==> src/hw/rtl/json_string_unescape_macros.svh <==
// Assertion helpers shared by the decoder RTL.
`ifndef JSON_STRING_UNESCAPE_MACROS_SVH
`define JSON_STRING_UNESCAPE_MACROS_SVH

// Same-cycle implication, sampled on the rising clock edge, off during reset.
`define JSU_ASSERT_NOW(label, ante, cons) \
   label: assert property (@(posedge clock) disable iff (reset) (ante) |-> (cons)) \
      else $error("json_string_unescape: same-cycle check failed");

// Next-cycle implication, sampled on the rising clock edge, off during reset.
`define JSU_ASSERT_NEXT(label, ante, cons) \
   label: assert property (@(posedge clock) disable iff (reset) (ante) |=> (cons)) \
      else $error("json_string_unescape: next-cycle check failed");

`endif

==> src/hw/rtl/jsu_pkg.sv <==
package jsu_pkg;

   localparam logic [1:0] MODE_START = 2'd0;
   localparam logic [1:0] MODE_BYTE  = 2'd1;
   localparam logic [1:0] MODE_END   = 2'd2;

   localparam logic [7:0] CHAR_QUOTE  = 8'h22;
   localparam logic [7:0] CHAR_BSLASH = 8'h5C;
   localparam logic [7:0] CHAR_SLASH  = 8'h2F;
   localparam logic [7:0] CHAR_B      = 8'h62;
   localparam logic [7:0] CHAR_F      = 8'h66;
   localparam logic [7:0] CHAR_N      = 8'h6E;
   localparam logic [7:0] CHAR_R      = 8'h72;
   localparam logic [7:0] CHAR_T      = 8'h74;
   localparam logic [7:0] CHAR_U      = 8'h75;
   localparam logic [7:0] CHAR_SPACE  = 8'h20;

   localparam logic [5:0] SUR_HIGH_TOP = 6'b110110;
   localparam logic [5:0] SUR_LOW_TOP  = 6'b110111;

   typedef enum logic [3:0] {
      PH_IDLE   = 4'd0,
      PH_TEXT   = 4'd1,
      PH_ESC    = 4'd2,
      PH_HEX1   = 4'd3,
      PH_SUR_BS = 4'd4,
      PH_SUR_U  = 4'd5,
      PH_HEX2   = 4'd6,
      PH_UTF8   = 4'd7,
      PH_HALT   = 4'd8
   } phase_type;

   typedef enum logic [1:0] {
      KIND_DATA  = 2'd0,
      KIND_END   = 2'd1,
      KIND_ERROR = 2'd2
   } kind_type;

   typedef enum logic [3:0] {
      ERR_UNTERM    = 4'd0,
      ERR_BAD_ESC   = 4'd1,
      ERR_BAD_HEX   = 4'd2,
      ERR_NO_BSLASH = 4'd3,
      ERR_NO_U      = 4'd4,
      ERR_LOW_RANGE = 4'd5,
      ERR_DANGLING  = 4'd6,
      ERR_BAD_LEAD  = 4'd7,
      ERR_BAD_UTF8  = 4'd8,
      ERR_CONTROL   = 4'd9
   } err_type;

   typedef struct packed {
      logic [2:0]      cnt;
      logic [3:0][7:0] bytes;
   } enc_type;

   // Returns {valid, digit value}.
   function automatic logic [4:0] hex_value(input logic [7:0] c);
      logic [4:0] r;
      r = 5'd0;
      if (c >= 8'h30 && c <= 8'h39) begin
         r = {1'b1, c[3:0]};
      end else if ((c >= 8'h61 && c <= 8'h66) || (c >= 8'h41 && c <= 8'h46)) begin
         r = {1'b1, c[3:0] + 4'd9};
      end
      return r;
   endfunction

   // Sequence length announced by a lead byte at or above 0x80; zero if illegal.
   function automatic logic [2:0] lead_length(input logic [7:0] u);
      logic [2:0] r;
      if (u < 8'hC2) begin
         r = 3'd0;
      end else if (u <= 8'hDF) begin
         r = 3'd2;
      end else if (u <= 8'hEF) begin
         r = 3'd3;
      end else if (u <= 8'hF4) begin
         r = 3'd4;
      end else begin
         r = 3'd0;
      end
      return r;
   endfunction

   function automatic logic is_cont(input logic [7:0] x);
      return x[7:6] == 2'b10;
   endfunction

   // The second byte range depends on the lead, which rules out overlong
   // forms, surrogates and code points above the Unicode range.
   function automatic logic legal_seq(input logic [3:0][7:0] b, input logic [2:0] len);
      logic       ok;
      logic [7:0] a;
      ok = 1'b1;
      a  = b[1];
      if (len >= 3'd3 && !is_cont(b[2])) ok = 1'b0;
      if (len >= 3'd4 && !is_cont(b[3])) ok = 1'b0;
      if (len >= 3'd2) begin
         case (b[0])
            8'hE0:   if (a < 8'hA0 || a > 8'hBF) ok = 1'b0;
            8'hED:   if (a < 8'h80 || a > 8'h9F) ok = 1'b0;
            8'hF0:   if (a < 8'h90 || a > 8'hBF) ok = 1'b0;
            8'hF4:   if (a < 8'h80 || a > 8'h8F) ok = 1'b0;
            default: if (!is_cont(a)) ok = 1'b0;
         endcase
      end
      if (b[0] >= 8'h80 && b[0] < 8'hC2) ok = 1'b0;
      if (b[0] > 8'hF4) ok = 1'b0;
      return ok;
   endfunction

   function automatic enc_type utf8_encode(input logic [20:0] cp);
      enc_type e;
      e.bytes = '0;
      if (cp < 21'h80) begin
         e.cnt      = 3'd1;
         e.bytes[0] = cp[7:0];
      end else if (cp < 21'h800) begin
         e.cnt      = 3'd2;
         e.bytes[0] = {3'b110, cp[10:6]};
         e.bytes[1] = {2'b10, cp[5:0]};
      end else if (cp < 21'h10000) begin
         e.cnt      = 3'd3;
         e.bytes[0] = {4'b1110, cp[15:12]};
         e.bytes[1] = {2'b10, cp[11:6]};
         e.bytes[2] = {2'b10, cp[5:0]};
      end else begin
         e.cnt      = 3'd4;
         e.bytes[0] = {5'b11110, cp[20:18]};
         e.bytes[1] = {2'b10, cp[17:12]};
         e.bytes[2] = {2'b10, cp[11:6]};
         e.bytes[3] = {2'b10, cp[5:0]};
      end
      return e;
   endfunction

endpackage

==> src/hw/rtl/json_string_unescape.sv <==
// Channel   Direction  Handshake          Word
// req       in         req_valid/stall    req_mode, req_in_byte
// rsp       out        rsp_valid/stall    rsp_kind, rsp_out_byte, rsp_error_code, rsp_last
//
// A word is held in the input register, decoded combinationally into a group
// of up to four results in the result group register, and the group drains one
// result per cycle while rsp_stall is low. One input word per cycle while each
// gives at most one result and rsp_stall is low; else the next word waits for the last.
// Reset is synchronous and leaves no string open. req_stall rises only when
// the input register is full and the result group cannot be replaced.
`include "json_string_unescape_macros.svh"

module json_string_unescape import jsu_pkg::*; (
   input  logic       clock,
   input  logic       reset,
   input  logic       req_valid,
   output logic       req_stall,
   input  logic [1:0] req_mode,
   input  logic [7:0] req_in_byte,
   output logic       rsp_valid,
   input  logic       rsp_stall,
   output logic [1:0] rsp_kind,
   output logic [7:0] rsp_out_byte,
   output logic [3:0] rsp_error_code,
   output logic       rsp_last
);

   // Input register.
   logic       in_vld_ff, in_vld_in;
   logic [1:0] in_mode_ff;
   logic [7:0] in_byte_ff;

   // Decoder state.
   phase_type       phase_ff, phase_in;
   logic [15:0]     hex_accum_ff, hex_accum_in;
   logic [1:0]      hex_count_ff, hex_count_in;
   logic [9:0]      high_sur_ff, high_sur_in;
   logic [3:0][7:0] hold_ff, hold_in;
   logic [2:0]      utf8_expect_ff, utf8_expect_in;
   logic [2:0]      utf8_seen_ff, utf8_seen_in;

   // Result group register.
   logic [2:0]      grp_cnt_ff, grp_cnt_in;
   kind_type        grp_kind_ff, grp_kind_in;
   err_type         grp_code_ff, grp_code_in;
   logic [3:0][7:0] grp_byte_ff, grp_byte_in;

   // Decoded group for the word in the input register.
   logic [2:0]      dec_cnt;
   kind_type        dec_kind;
   err_type         dec_code;
   logic [3:0][7:0] dec_bytes;

   logic            req_take, rsp_take, grp_free, advance, active;
   logic [7:0]      c;
   logic [4:0]      hex_res;
   logic [15:0]     accum_new;
   logic            hex_done, is_high, is_low;
   logic [20:0]     cp;
   enc_type         enc;
   logic [2:0]      seen_new, lead;
   logic [3:0][7:0] hold_new;
   logic            seq_done, seq_ok;

   assign rsp_valid = grp_cnt_ff != 3'd0;
   assign rsp_take  = rsp_valid && !rsp_stall;
   assign grp_free  = (grp_cnt_ff == 3'd0) || (grp_cnt_ff == 3'd1 && rsp_take);
   assign advance   = in_vld_ff && grp_free;
   assign req_stall = in_vld_ff && !grp_free;
   assign req_take  = req_valid && !req_stall;

   assign rsp_kind       = grp_kind_ff;
   assign rsp_out_byte   = grp_byte_ff[0];
   assign rsp_error_code = grp_code_ff;
   assign rsp_last       = grp_cnt_ff == 3'd1;

   // Shared decode terms.
   assign c         = in_byte_ff;
   assign active    = (in_mode_ff == MODE_BYTE || in_mode_ff == MODE_END) &&
                      phase_ff != PH_IDLE && phase_ff != PH_HALT;
   assign hex_res   = hex_value(c);
   assign accum_new = {hex_accum_ff[11:0], hex_res[3:0]};
   assign hex_done  = hex_count_ff == 2'd3;
   assign is_high   = accum_new[15:10] == SUR_HIGH_TOP;
   assign is_low    = accum_new[15:10] == SUR_LOW_TOP;
   assign cp        = (phase_ff == PH_HEX2) ?
                      21'h10000 + {1'b0, high_sur_ff, accum_new[9:0]} :
                      {5'd0, accum_new};
   assign enc       = utf8_encode(cp);
   assign seen_new  = utf8_seen_ff + 3'd1;
   assign seq_done  = seen_new >= utf8_expect_ff;
   assign seq_ok    = legal_seq(hold_new, utf8_expect_ff);
   assign lead      = lead_length(c);

   always_comb begin
      hold_new = hold_ff;
      hold_new[utf8_seen_ff[1:0]] = c;
   end

   // Next state of the decoder.
   always_comb begin
      phase_in       = phase_ff;
      hex_accum_in   = hex_accum_ff;
      hex_count_in   = hex_count_ff;
      high_sur_in    = high_sur_ff;
      hold_in        = hold_ff;
      utf8_expect_in = utf8_expect_ff;
      utf8_seen_in   = utf8_seen_ff;
      if (advance) begin
         if (in_mode_ff == MODE_START) begin
            phase_in       = PH_TEXT;
            hex_accum_in   = '0;
            hex_count_in   = '0;
            high_sur_in    = '0;
            utf8_expect_in = '0;
            utf8_seen_in   = '0;
         end else if (active && in_mode_ff == MODE_END) begin
            phase_in = PH_HALT;
         end else if (active) begin
            unique case (phase_ff)
               PH_TEXT: begin
                  if (c == CHAR_QUOTE) begin
                     phase_in = PH_IDLE;
                  end else if (c == CHAR_BSLASH) begin
                     phase_in = PH_ESC;
                  end else if (c[7]) begin
                     if (lead == 3'd0) begin
                        phase_in = PH_HALT;
                     end else begin
                        hold_in[0]     = c;
                        utf8_expect_in = lead;
                        utf8_seen_in   = 3'd1;
                        phase_in       = PH_UTF8;
                     end
                  end else if (c < CHAR_SPACE) begin
                     phase_in = PH_HALT;
                  end
               end
               PH_ESC: begin
                  case (c) inside
                     CHAR_BSLASH, CHAR_B, CHAR_F, CHAR_N, CHAR_R, CHAR_T,
                     CHAR_SLASH, CHAR_QUOTE: phase_in = PH_TEXT;
                     CHAR_U: begin
                        hex_accum_in = '0;
                        hex_count_in = '0;
                        phase_in     = PH_HEX1;
                     end
                     default: phase_in = PH_HALT;
                  endcase
               end
               PH_HEX1, PH_HEX2: begin
                  if (!hex_res[4]) begin
                     phase_in = PH_HALT;
                  end else begin
                     hex_accum_in = accum_new;
                     hex_count_in = hex_count_ff + 2'd1;
                     if (hex_done) begin
                        if (phase_ff == PH_HEX1) begin
                           if (is_high) begin
                              high_sur_in = accum_new[9:0];
                              phase_in    = PH_SUR_BS;
                           end else if (is_low) begin
                              phase_in = PH_HALT;
                           end else begin
                              phase_in = PH_TEXT;
                           end
                        end else begin
                           phase_in = is_low ? PH_TEXT : PH_HALT;
                        end
                     end
                  end
               end
               PH_SUR_BS: phase_in = (c == CHAR_BSLASH) ? PH_SUR_U : PH_HALT;
               PH_SUR_U: begin
                  if (c == CHAR_U) begin
                     hex_accum_in = '0;
                     hex_count_in = '0;
                     phase_in     = PH_HEX2;
                  end else begin
                     phase_in = PH_HALT;
                  end
               end
               PH_UTF8: begin
                  hold_in      = hold_new;
                  utf8_seen_in = seen_new;
                  if (seq_done) begin
                     phase_in = seq_ok ? PH_TEXT : PH_HALT;
                  end
               end
               default: phase_in = PH_HALT;
            endcase
         end
      end
   end

   // Results of the word in the input register.
   always_comb begin
      dec_cnt   = 3'd0;
      dec_kind  = KIND_DATA;
      dec_code  = ERR_UNTERM;
      dec_bytes = '0;
      if (active && in_mode_ff == MODE_END) begin
         dec_cnt  = 3'd1;
         dec_kind = KIND_ERROR;
         dec_code = ERR_UNTERM;
      end else if (active) begin
         unique case (phase_ff)
            PH_TEXT: begin
               if (c == CHAR_QUOTE) begin
                  dec_cnt  = 3'd1;
                  dec_kind = KIND_END;
               end else if (c == CHAR_BSLASH) begin
                  dec_cnt = 3'd0;
               end else if (c[7]) begin
                  if (lead == 3'd0) begin
                     dec_cnt  = 3'd1;
                     dec_kind = KIND_ERROR;
                     dec_code = ERR_BAD_LEAD;
                  end
               end else if (c < CHAR_SPACE) begin
                  dec_cnt  = 3'd1;
                  dec_kind = KIND_ERROR;
                  dec_code = ERR_CONTROL;
               end else begin
                  dec_cnt      = 3'd1;
                  dec_bytes[0] = c;
               end
            end
            PH_ESC: begin
               dec_cnt = 3'd1;
               case (c)
                  CHAR_BSLASH: dec_bytes[0] = 8'h5C;
                  CHAR_B:      dec_bytes[0] = 8'h08;
                  CHAR_F:      dec_bytes[0] = 8'h0C;
                  CHAR_N:      dec_bytes[0] = 8'h0A;
                  CHAR_R:      dec_bytes[0] = 8'h0D;
                  CHAR_T:      dec_bytes[0] = 8'h09;
                  CHAR_SLASH:  dec_bytes[0] = 8'h2F;
                  CHAR_QUOTE:  dec_bytes[0] = 8'h22;
                  CHAR_U:      dec_cnt = 3'd0;
                  default: begin
                     dec_kind = KIND_ERROR;
                     dec_code = ERR_BAD_ESC;
                  end
               endcase
            end
            PH_HEX1, PH_HEX2: begin
               if (!hex_res[4]) begin
                  dec_cnt  = 3'd1;
                  dec_kind = KIND_ERROR;
                  dec_code = ERR_BAD_HEX;
               end else if (hex_done) begin
                  if (phase_ff == PH_HEX1 && is_high) begin
                     dec_cnt = 3'd0;
                  end else if (phase_ff == PH_HEX1 && is_low) begin
                     dec_cnt  = 3'd1;
                     dec_kind = KIND_ERROR;
                     dec_code = ERR_DANGLING;
                  end else if (phase_ff == PH_HEX2 && !is_low) begin
                     dec_cnt  = 3'd1;
                     dec_kind = KIND_ERROR;
                     dec_code = ERR_LOW_RANGE;
                  end else begin
                     dec_cnt   = enc.cnt;
                     dec_bytes = enc.bytes;
                  end
               end
            end
            PH_SUR_BS: begin
               if (c != CHAR_BSLASH) begin
                  dec_cnt  = 3'd1;
                  dec_kind = KIND_ERROR;
                  dec_code = ERR_NO_BSLASH;
               end
            end
            PH_SUR_U: begin
               if (c != CHAR_U) begin
                  dec_cnt  = 3'd1;
                  dec_kind = KIND_ERROR;
                  dec_code = ERR_NO_U;
               end
            end
            PH_UTF8: begin
               if (seq_done) begin
                  if (seq_ok) begin
                     dec_cnt   = utf8_expect_ff;
                     dec_bytes = hold_new;
                  end else begin
                     dec_cnt  = 3'd1;
                     dec_kind = KIND_ERROR;
                     dec_code = ERR_BAD_UTF8;
                  end
               end
            end
            default: dec_cnt = 3'd0;
         endcase
      end
   end

   // Result group: load a fresh group on advance, else shift out taken words.
   always_comb begin
      grp_cnt_in  = grp_cnt_ff;
      grp_kind_in = grp_kind_ff;
      grp_code_in = grp_code_ff;
      grp_byte_in = grp_byte_ff;
      if (advance) begin
         grp_cnt_in  = dec_cnt;
         grp_kind_in = dec_kind;
         grp_code_in = dec_code;
         grp_byte_in = dec_bytes;
      end else if (rsp_take) begin
         grp_cnt_in  = grp_cnt_ff - 3'd1;
         grp_byte_in = grp_byte_ff >> 8;
      end
   end

   always_comb begin
      in_vld_in = in_vld_ff;
      if (req_take) begin
         in_vld_in = 1'b1;
      end else if (advance) begin
         in_vld_in = 1'b0;
      end
   end

   always_ff @(posedge clock) begin
      if (reset) begin
         in_vld_ff      <= 1'b0;
         phase_ff       <= PH_IDLE;
         hex_accum_ff   <= '0;
         hex_count_ff   <= '0;
         high_sur_ff    <= '0;
         utf8_expect_ff <= '0;
         utf8_seen_ff   <= '0;
         grp_cnt_ff     <= '0;
      end else begin
         in_vld_ff      <= in_vld_in;
         phase_ff       <= phase_in;
         hex_accum_ff   <= hex_accum_in;
         hex_count_ff   <= hex_count_in;
         high_sur_ff    <= high_sur_in;
         utf8_expect_ff <= utf8_expect_in;
         utf8_seen_ff   <= utf8_seen_in;
         grp_cnt_ff     <= grp_cnt_in;
      end
   end

   always_ff @(posedge clock) begin
      if (req_take) begin
         in_mode_ff <= req_mode;
         in_byte_ff <= req_in_byte;
      end
      hold_ff     <= hold_in;
      grp_kind_ff <= grp_kind_in;
      grp_code_ff <= grp_code_in;
      grp_byte_ff <= grp_byte_in;
   end

   // An error is shown only after the decoder has halted.
   `JSU_ASSERT_NOW(a_error_halts, rsp_valid && rsp_kind == KIND_ERROR, phase_ff == PH_HALT)
   // A closing quote leaves no string open while its word is shown.
   `JSU_ASSERT_NOW(a_end_idle, rsp_valid && rsp_kind == KIND_END, phase_ff == PH_IDLE)
   // Error and end words are always the only word of their group.
   `JSU_ASSERT_NOW(a_single_ctrl, rsp_valid && rsp_kind != KIND_DATA, rsp_last)
   // A group never holds more than four words.
   `JSU_ASSERT_NOW(a_grp_bound, 1'b1, grp_cnt_ff <= 3'd4)
   // Taking a word that is not the last leaves the rest of the group pending.
   `JSU_ASSERT_NEXT(a_grp_cont, rsp_take && !rsp_last, rsp_valid)

endmodule

==> config.mk <==
export PLATFORM = sky130hd
export DESIGN_NAME = json_string_unescape
export DESIGN_NICKNAME = d
export VERILOG_FILES = /design/src/hw/rtl/jsu_pkg.sv /design/src/hw/rtl/json_string_unescape.sv
export VERILOG_INCLUDE_DIRS = /design/src /design/src/hw/rtl
export SDC_FILE = /design/constraint.sdc
export NUM_CORES = 1
export LEC_CHECK = 0
export ABC_AREA = 0
export BUFFER_PORTS_ARGS = -buffer_cell sky130_fd_sc_hd__buf_2
export CAP_MARGIN = 20
export CORE_MARGIN = 2
export CORE_UTILIZATION = 49
export CTS_CLUSTER_DIAMETER = 80
export DETAILED_ROUTE_END_ITERATION = 16
export HOLD_SLACK_MARGIN = 0.12
export PLACE_DENSITY = 0.66
export SLEW_MARGIN = 20
export SYNTH_ARGS = -nofsm -noshare
export SYNTH_HDL_FRONTEND = slang
export SYNTH_SLANG_ARGS = --single-unit
==> constraint.sdc <==
create_clock -name clock -period 4.73 [get_ports clock]
set_input_delay 0.473 -clock clock [delete_from_list [all_inputs] [get_ports clock]]
set_output_delay 0.473 -clock clock [all_outputs]
set_load 0.02 [all_outputs]
## Word-level counts from Yosys, hierarchy flattened

Index checks and enable logic that the tools add are counted.

| operators by class | value |
|---|---|
| reduce and logical (&&, ||, !) cells | 61 |
| bitwise gates (word level) | 3 |
| add/subtract/negate cells | 5 |
| multiplexer cells | 166 |
| eq/ne operators | 49 |
| order comparisons | 29 |

Operators with widths:

| kind | number |
|---|---|
| $mux W32 | 11 |
| $mux W3 | 43 |
| $mux W16 | 8 |
| $mux W4 | 26 |
| $mux W10 | 8 |
| $eq A8 B7 Y1 const B | 7 |
| $mux W8 | 7 |
| $pmux W7 S8 | 1 |
| $pmux W16 S3 | 1 |
| $pmux W24 S2 | 1 |
| $pmux W4 S6 | 2 |
| $mux W2 | 23 |
| $lt A8 B8 Y1 const B | 5 |
| $bwmux W32 | 1 |
| $eq A8 B8 Y1 const B | 4 |
| $gt A8 B8 Y1 const B | 4 |
| $pmux W8 S4 | 1 |
| $mux W7 | 4 |
| $le A8 B8 Y1 const B | 3 |
| $mux W24 | 1 |
| $reduce_and A8 Y1 | 3 |
| $mux W22 | 1 |
| $reduce_bool A2 Y1 | 11 |
| $add A17 B20 Y21 const A | 1 |
| 56 further kinds | 136 |

| storage, ports and cells | value |
|---|---|
| output and inout port bits | 17 |
| input port bits | 14 |
| register bits after elaboration | 122 |

## Logic depth before layout (Yosys ltp)

| depth | value |
|---|---|
| depth after elaboration | 21 |
| mapped depth | 13 |

## Worst setup path before layout

Ideal clock, no wire load.

| timing | value |
|---|---|
| path type | reg-to-reg |
| start point | reg in_mode_ff[1] |
| end point | reg hold_ff[10] (netlist bit) (enable) |
| clock period less this slack | 3.592 ns |
| path slack | 1.138 ns |
| stages on the path, launching flop included | 9 |
| data arrival time | 3.157 ns |
| path buffers | 2 |
| path through | edfxtp_1 > inv_1 > ha_1 > o31a_1 > nand2b_1 > clkbuf_1 > or2_1 > clkbuf_1 > nor3_1 |

| on the way | value |
|---|---|
| longest elaborated chain between the ends | 7 |

Ends and longest elaborated chain:

| element | RTL line | source |
|---|---|---|
| start, declared | json_string_unescape.sv:30 | `logic [1:0] in_mode_ff;` |
| start signal, assigned | json_string_unescape.sv:350 | `in_mode_ff <= req_mode;` |
| $eq A2 B1 Y1 / $eq A2 B2 Y1 (equally long branches) | json_string_unescape.sv:79, json_string_unescape.sv:117 |  |
| $logic_or A1 B1 Y1 | json_string_unescape.sv:79 | `assign active = (in_mode_ff == MODE_BYTE \|\| in_mode_ff == MODE_END) &&` |
| $logic_and A1 B1 Y1 | json_string_unescape.sv:79 |  |
| $logic_and A1 B1 Y1 | json_string_unescape.sv:80 | `phase_ff != PH_IDLE && phase_ff != PH_HALT;` |
| $logic_and A1 B1 Y1 | json_string_unescape.sv:117 | `end else if (active && in_mode_ff == MODE_END) begin` |
| $not A1 Y1 (no line) | -- |  |
| $reduce_and A5 Y1 (no line) (*) | -- |  |
| end signal, assigned | json_string_unescape.sv:353 | `hold_ff <= hold_in;` |
| end, declared | json_string_unescape.sv:38 | `logic [3:0][7:0] hold_ff, hold_in;` |

Every way passes the cells marked *; elsewhere a longest branch is shown, timed or not.
A chain may end at the register's enable or synchronous reset.

## Worst setup path in the final report

| timing | value |
|---|---|
| start point | reg utf8_seen_ff[0] |
| end point | reg grp_byte_ff[25] (netlist bit) (data pin) |

| on the way | value |
|---|---|
| longest elaborated chain between the ends | 21 |

Ends and longest elaborated chain:

| element | RTL line | source |
|---|---|---|
| start, declared | json_string_unescape.sv:40 | `logic [2:0] utf8_seen_ff, utf8_seen_in;` |
| start signal, assigned | json_string_unescape.sv:343 | `utf8_seen_ff <= utf8_seen_in;` |
| parallel branches: the longest is 16 deep, another holds $lt A8 B8 Y1 | -- |  |
| $mux W32 (*) | json_string_unescape.sv:284 | `if (seq_done) begin` |
| $pmux W24 S2 (*) | json_string_unescape.sv:207 | `unique case (phase_ff)` |
| $mux W32 (*) | json_string_unescape.sv:206 | `end else if (active) begin` |
| $mux W32 (*) | json_string_unescape.sv:202 | `if (active && in_mode_ff == MODE_END) begin` |
| $mux W32 (*) | json_string_unescape.sv:306 | `if (advance) begin` |
| end signal, assigned | json_string_unescape.sv:356 | `grp_byte_ff <= grp_byte_in;` |
| end, declared | json_string_unescape.sv:46 | `logic [3:0][7:0] grp_byte_ff, grp_byte_in;` |

Mark *: on every way between the ends.

==> impl.org <==
** Detailed routing
- Routed WL per cell :: 23.24 um
- Number of violations reported at the end of detailed-routing iteration 0 :: roughly 760
- Number of iterations in the first detailed-routing pass :: 6
- For this run, design rule violations remaining after detail routing come to 0.
- In this run the remaining antenna-violating nets after routing total 0.
- Detailed Route WL :: about 23,000 um
- In the routed layout, each cell is associated on average with a via count of between 6 and 7.
- Count of vias placed by the detailed router :: ~6,600

** Finish
- Layout cell share with drive strength beyond 1 :: 0.1447
- Post-route non-filler standard cell count :: 983
- From synthesis to final layout, the design area changed by 10.09%.
- The finished cells cover between 8000 and 9000 sq um.
- Fill cell count :: about 1,400
- N_diodes :: 0
- Number of nets in the layout :: just over 800

** Clock network
- Clock H-tree levels :: 4
- Post-CTS Hold Fix Bufs :: 0
- The later pin in the worst-skew pair is clocked with a latency of 0.43 ns.
- Clk sink count :: approximately 120
- TritonCTS built the clock tree.
- The longest clock path from root to sink contains 2 buffers.
- Gates resized during post-CTS repair numbered 0.
- In this run the post-CTS setup repair buffer count came out at 0.
- After clock tree synthesis, the clock-pin slew on the worst setup and hold paths is 0.06 ns.
- Clock root buffer :: clkbuf_16
- Num CTS Buffers :: 17

** Floorplanning
- The floorplan has 45 rows.
- The initial utilization of the core area, before any placement, comes to 0.4964.
- Die area :: roughly 16,000 sq um
- Measured along the x axis, the die boundary spans around 130 um.
- Number of top-level pins :: 31
- Core outline area :: ~15,000 sq um
- Die outline height :: between 100 and 150 um

** GRT
- Entering global routing, the biggest net connects 39 pins.
- The total overflow left after global routing is 0.
- The first global-routing pass estimated roughly 35,000 um of wire.
- The number of antenna violations at the first check in global routing came to 0.
- Overall global routing resource usage :: 0.2841
- The via count of the first global-routing pass was about 6,300.

** Placement
- After detailed placement, the total cell area comes to roughly 7600 sq um.
- Estimated wirelength of the detail-placed design :: roughly 16,000 um
- Placer congestion estimate :: about 0.94
- During placement, the flow inserted port buffers numbering 30.
- Cell count after placement :: between 900 and 1,000

** Yosys
- In the synthesized netlist the async set-or-reset flop fraction comes to 0.
- Number of enable-type register cells in the synthesized netlist :: 80
- Post-synthesis cell count :: between 700 and 800
- Among all flip-flop cells after synthesis, the most frequent one is edfxtp_1.
- The largest total area in the synthesized netlist belongs to edfxtp_1.
- The synthesized netlist occupies a cell area of 7490 sq um.
- Cell types with the largest area share after synthesis :: edfxtp_1 (32%), dfxtp_1 (10%), mux2_2 (4.4%)
- The Yosys step of the flow raised 0 warnings.
- Synthesized net count :: 822
- The share of synthesized area in the top cell type comes to 0.3207.
- Synthesis-stage register bit count :: about 120
- Each instance of the synthesized netlist takes up on average between 9 and 10 sq um.
- Sequential-to-total area share from yosys stat :: 0.4223
- After synthesis, the netlist uses 89 different library cells.

** Timing
- Setup repair after global routing left no endpoint under its margin.
- Setup violations remaining at the end of the flow were counted as 0.
- The worst path needs 3.796 ns of the cycle, external delays included.
- Number of endpoints with negative hold slack in the final report :: 0
- Summed over all failing endpoints, the final setup total negative slack is 0 ns.
- Worst slew margin relative to its limit :: 0.2523
- Post-route fraction of the period consumed by the critical path :: 0.8025
- Across the routed clock network, the largest skew measured is about 0.011 ns.
- The max-slew violation count was 0.
- Timing would allow up to 263.4 MHz.
- For the pin with the worst max-slew slack, the measured transition is approximately 1.1 ns.

** Flow run
- Count of maximum capacitance violations :: 0

** Min path
- Beginning of the worst hold path :: req_mode[0]
- For hold timing, the worst endpoint is in_mode_ff[0]$_DFFE_PP_.
- Counting instances, the worst hold path has a depth of 1.
- The min-delay analysis places its worst path in the category primary input to flip-flop.

** Setup path
- Slowest cell on the critical path :: ha_1
- Required arrival time at the worst endpoint :: approximately 5 ns
- Category of the worst setup path launch point :: flip-flop
- Count of cells along the worst register-to-register path :: 10
- Launching point of the worst reg2reg path :: utf8_seen_ff[0]$_SDFFE_PP0P_
- STA classifies the critical path endpoint as a flip-flop.
- On the worst path, the slowest cell contributes a delay of around 0.81 ns.
- Kind of cell with the highest combined delay on the critical path :: compound AO/OA/AOI/OAI gates
- R2R Path End :: grp_byte_ff[25]$_SDFFCE_PP0P_
- In this run the register-to-register setup slack is roughly 0.93 ns.
- The critical path in this run is classified as flip-flop to flip-flop.
- The number of buffers and inverters on the critical path is 2.
- In this run the worst path has a maximum fanout of 26.
- The critical path goes through inv_1, ha_1, mux2i_1, nor4b_1, a221oi_1, o211ai_1, a21oi_2, buf_4, and2_1, a22o_1.
- Data arrival time of the critical path :: 4.09 ns

** Outcome
- The flow ran to the end, and the final reports show no timing, DRC or antenna violations.

** Power
- Cell Pwr Density :: between 400 and 500 nW/um^2
- Lkg Pwr :: 2.868 nW
- Worst vdd rail ir drop :: 431.2 uV
[layout make-up]
| type | instances | area, sq um | share of cell area |
|---|---|---|---|
| Multi-Input combinational cell | 581 | 3921 | 0.4756 |
| Clock buffer | 17 | 425.4 | 0.05159 |
| Inverter | 25 | 93.84 | 0.01138 |
| Sequential cell | 118 | 3163 | 0.3836 |
| Timing Repair Buffer | 39 | 217.7 | 0.02640 |
| Clock inverter | 15 | 188.9 | 0.02291 |
| Tap cell | 188 | 235.2 | 0.02853 |
[how the worst max path moves through the flow]
stage	start	end	slack, ns	cells past startpoint
after global placement	utf8_seen_ff[0]$_SDFFE_PP0P_	grp_byte_ff[25]$_SDFFCE_PP0P_	1.02	10
final	utf8_seen_ff[0]$_SDFFE_PP0P_	grp_byte_ff[25]$_SDFFCE_PP0P_	0.93	10
after detailed placement	utf8_seen_ff[0]$_SDFFE_PP0P_	grp_byte_ff[29]$_SDFFCE_PP0P_	0.97	10
after global routing	utf8_seen_ff[0]$_SDFFE_PP0P_	grp_byte_ff[29]$_SDFFCE_PP0P_	0.58	10
after floorplan	in_mode_ff[1]$_DFFE_PP_	hold_ff[10]$_DFFE_PP_	1.14	8
after CTS	utf8_seen_ff[0]$_SDFFE_PP0P_	grp_byte_ff[29]$_SDFFCE_PP0P_	0.94	10
[flip-flops by register name (all words and copies together) (netlist names)]
register        count
in_mode_ff          2
rsp_out_byte        8
utf8_expect_ff      3
hex_count_ff        2
rsp_kind            2
in_vld_ff           1
rsp_error_code      4
grp_cnt_ff          3
phase_ff            4
utf8_seen_ff        3
high_sur_ff        10
hold_ff            32
grp_byte_ff        24
hex_accum_ff       12
c                   8
[cells in the final DEF (no fill, tap or decap), types with 11 or more instances in the layout]
cell type / netlist / routed
o211ai_1: 13 / 13
a211oi_1: 11 / 11
mux2i_1: 16 / 16
inv_1: 23 / 23
a22oi_1: 22 / 22
nand3_1: 42 / 42
a31oi_1: 11 / 11
mux2_2: 29 / 29
nand2_1: 64 / 64
o21ai_0: 24 / 24
clkbuf_16: 0 / 17
buf_2: 25 / 30
a21oi_1: 52 / 52
ha_1: 19 / 19
a22o_1: 15 / 15
a21o_1: 15 / 15
dfxtp_1: 38 / 38
edfxtp_1: 80 / 80
nor3_1: 20 / 19
nor2_1: 59 / 59
[power breakdown]
part           total (W)  internal, W  switching (W)
logic           0.000892     0.000309       0.000584
clock network    0.00138     0.000840       0.000535
registers        0.00150      0.00138       0.000124
total            0.00377      0.00253        0.00124
[synth_stat cells (all sizes together), types with 4 or more instances]
| cell type | instances |
|---|---|
| a22oi | 22 |
| nor3b | 5 |
| o21ai | 33 |
| edfxtp | 80 |
| nor2 | 61 |
| nand3 | 42 |
| a21o | 15 |
| nor3 | 20 |
| mux2 | 30 |
| or3b | 4 |
| mux2i | 16 |
| nor4b | 4 |
| a31oi | 11 |
| a22o | 15 |
| or3 | 6 |
| ha | 19 |
| a211oi | 11 |
| nand2 | 65 |
| and3 | 4 |
| a21oi | 53 |
| o211ai | 13 |
| buf | 38 |
| nor4 | 12 |
| or2 | 6 |
| and2 | 7 |
| o22ai | 4 |
| clkbuf | 27 |
| a221oi | 5 |
| o31ai | 6 |
| o21a | 4 |
| nand2b | 9 |
| inv | 25 |
| nor2b | 6 |
| dfxtp | 38 |
[metal layers]
metal  global-route usage  routed length [um]  up-vias
met5                    0                   0        -
met4               0.1241                 825        0
met3              0.05821                1795       72
met2               0.4372               10250      330
met1               0.3891                9976     3203
li1                     -                   -     2975
[logic make-up after synthesis]
family / after synthesis / synth area share
AO/OA/AOI/OAI: 237 / 0.2269
flip-flops: 118 / 0.4223
AND/OR/NAND/NOR: 275 / 0.1931
XOR/XNOR: 4 / 0.004678
multiplexers: 46 / 0.06649
buffers and inverters: 90 / 0.05480
adder cells (fa/ha/maj): 19 / 0.03174
[per-stage QoR]
stage	total power [W]	worst slack (ns)	hold slack, ns	utilization
floorplan	0.002159	1.138	0.4516	-
global placement	0.002392	1.025	0.4587	0.5057
detailed placement	0.002402	0.9730	0.4735	0.5057
CTS	0.003769	0.9401	0.2109	0.5464
global route	0.003913	0.5832	0.2069	0.5464
finish	0.003770	0.9340	0.2220	0.5464
[worst register-to-register path, cell delays in order (launching register included)]
cell	delay, ns
dfxtp_1	0.36
inv_1	0.10
ha_1	0.81
mux2i_1	0.48
nor4b_1	0.11
a221oi_1	0.35
o211ai_1	0.19
a21oi_2	0.15
buf_4	0.17
and2_1	0.68
a22o_1	0.27
No activity file was read; power rests on OpenSTA's default activity.
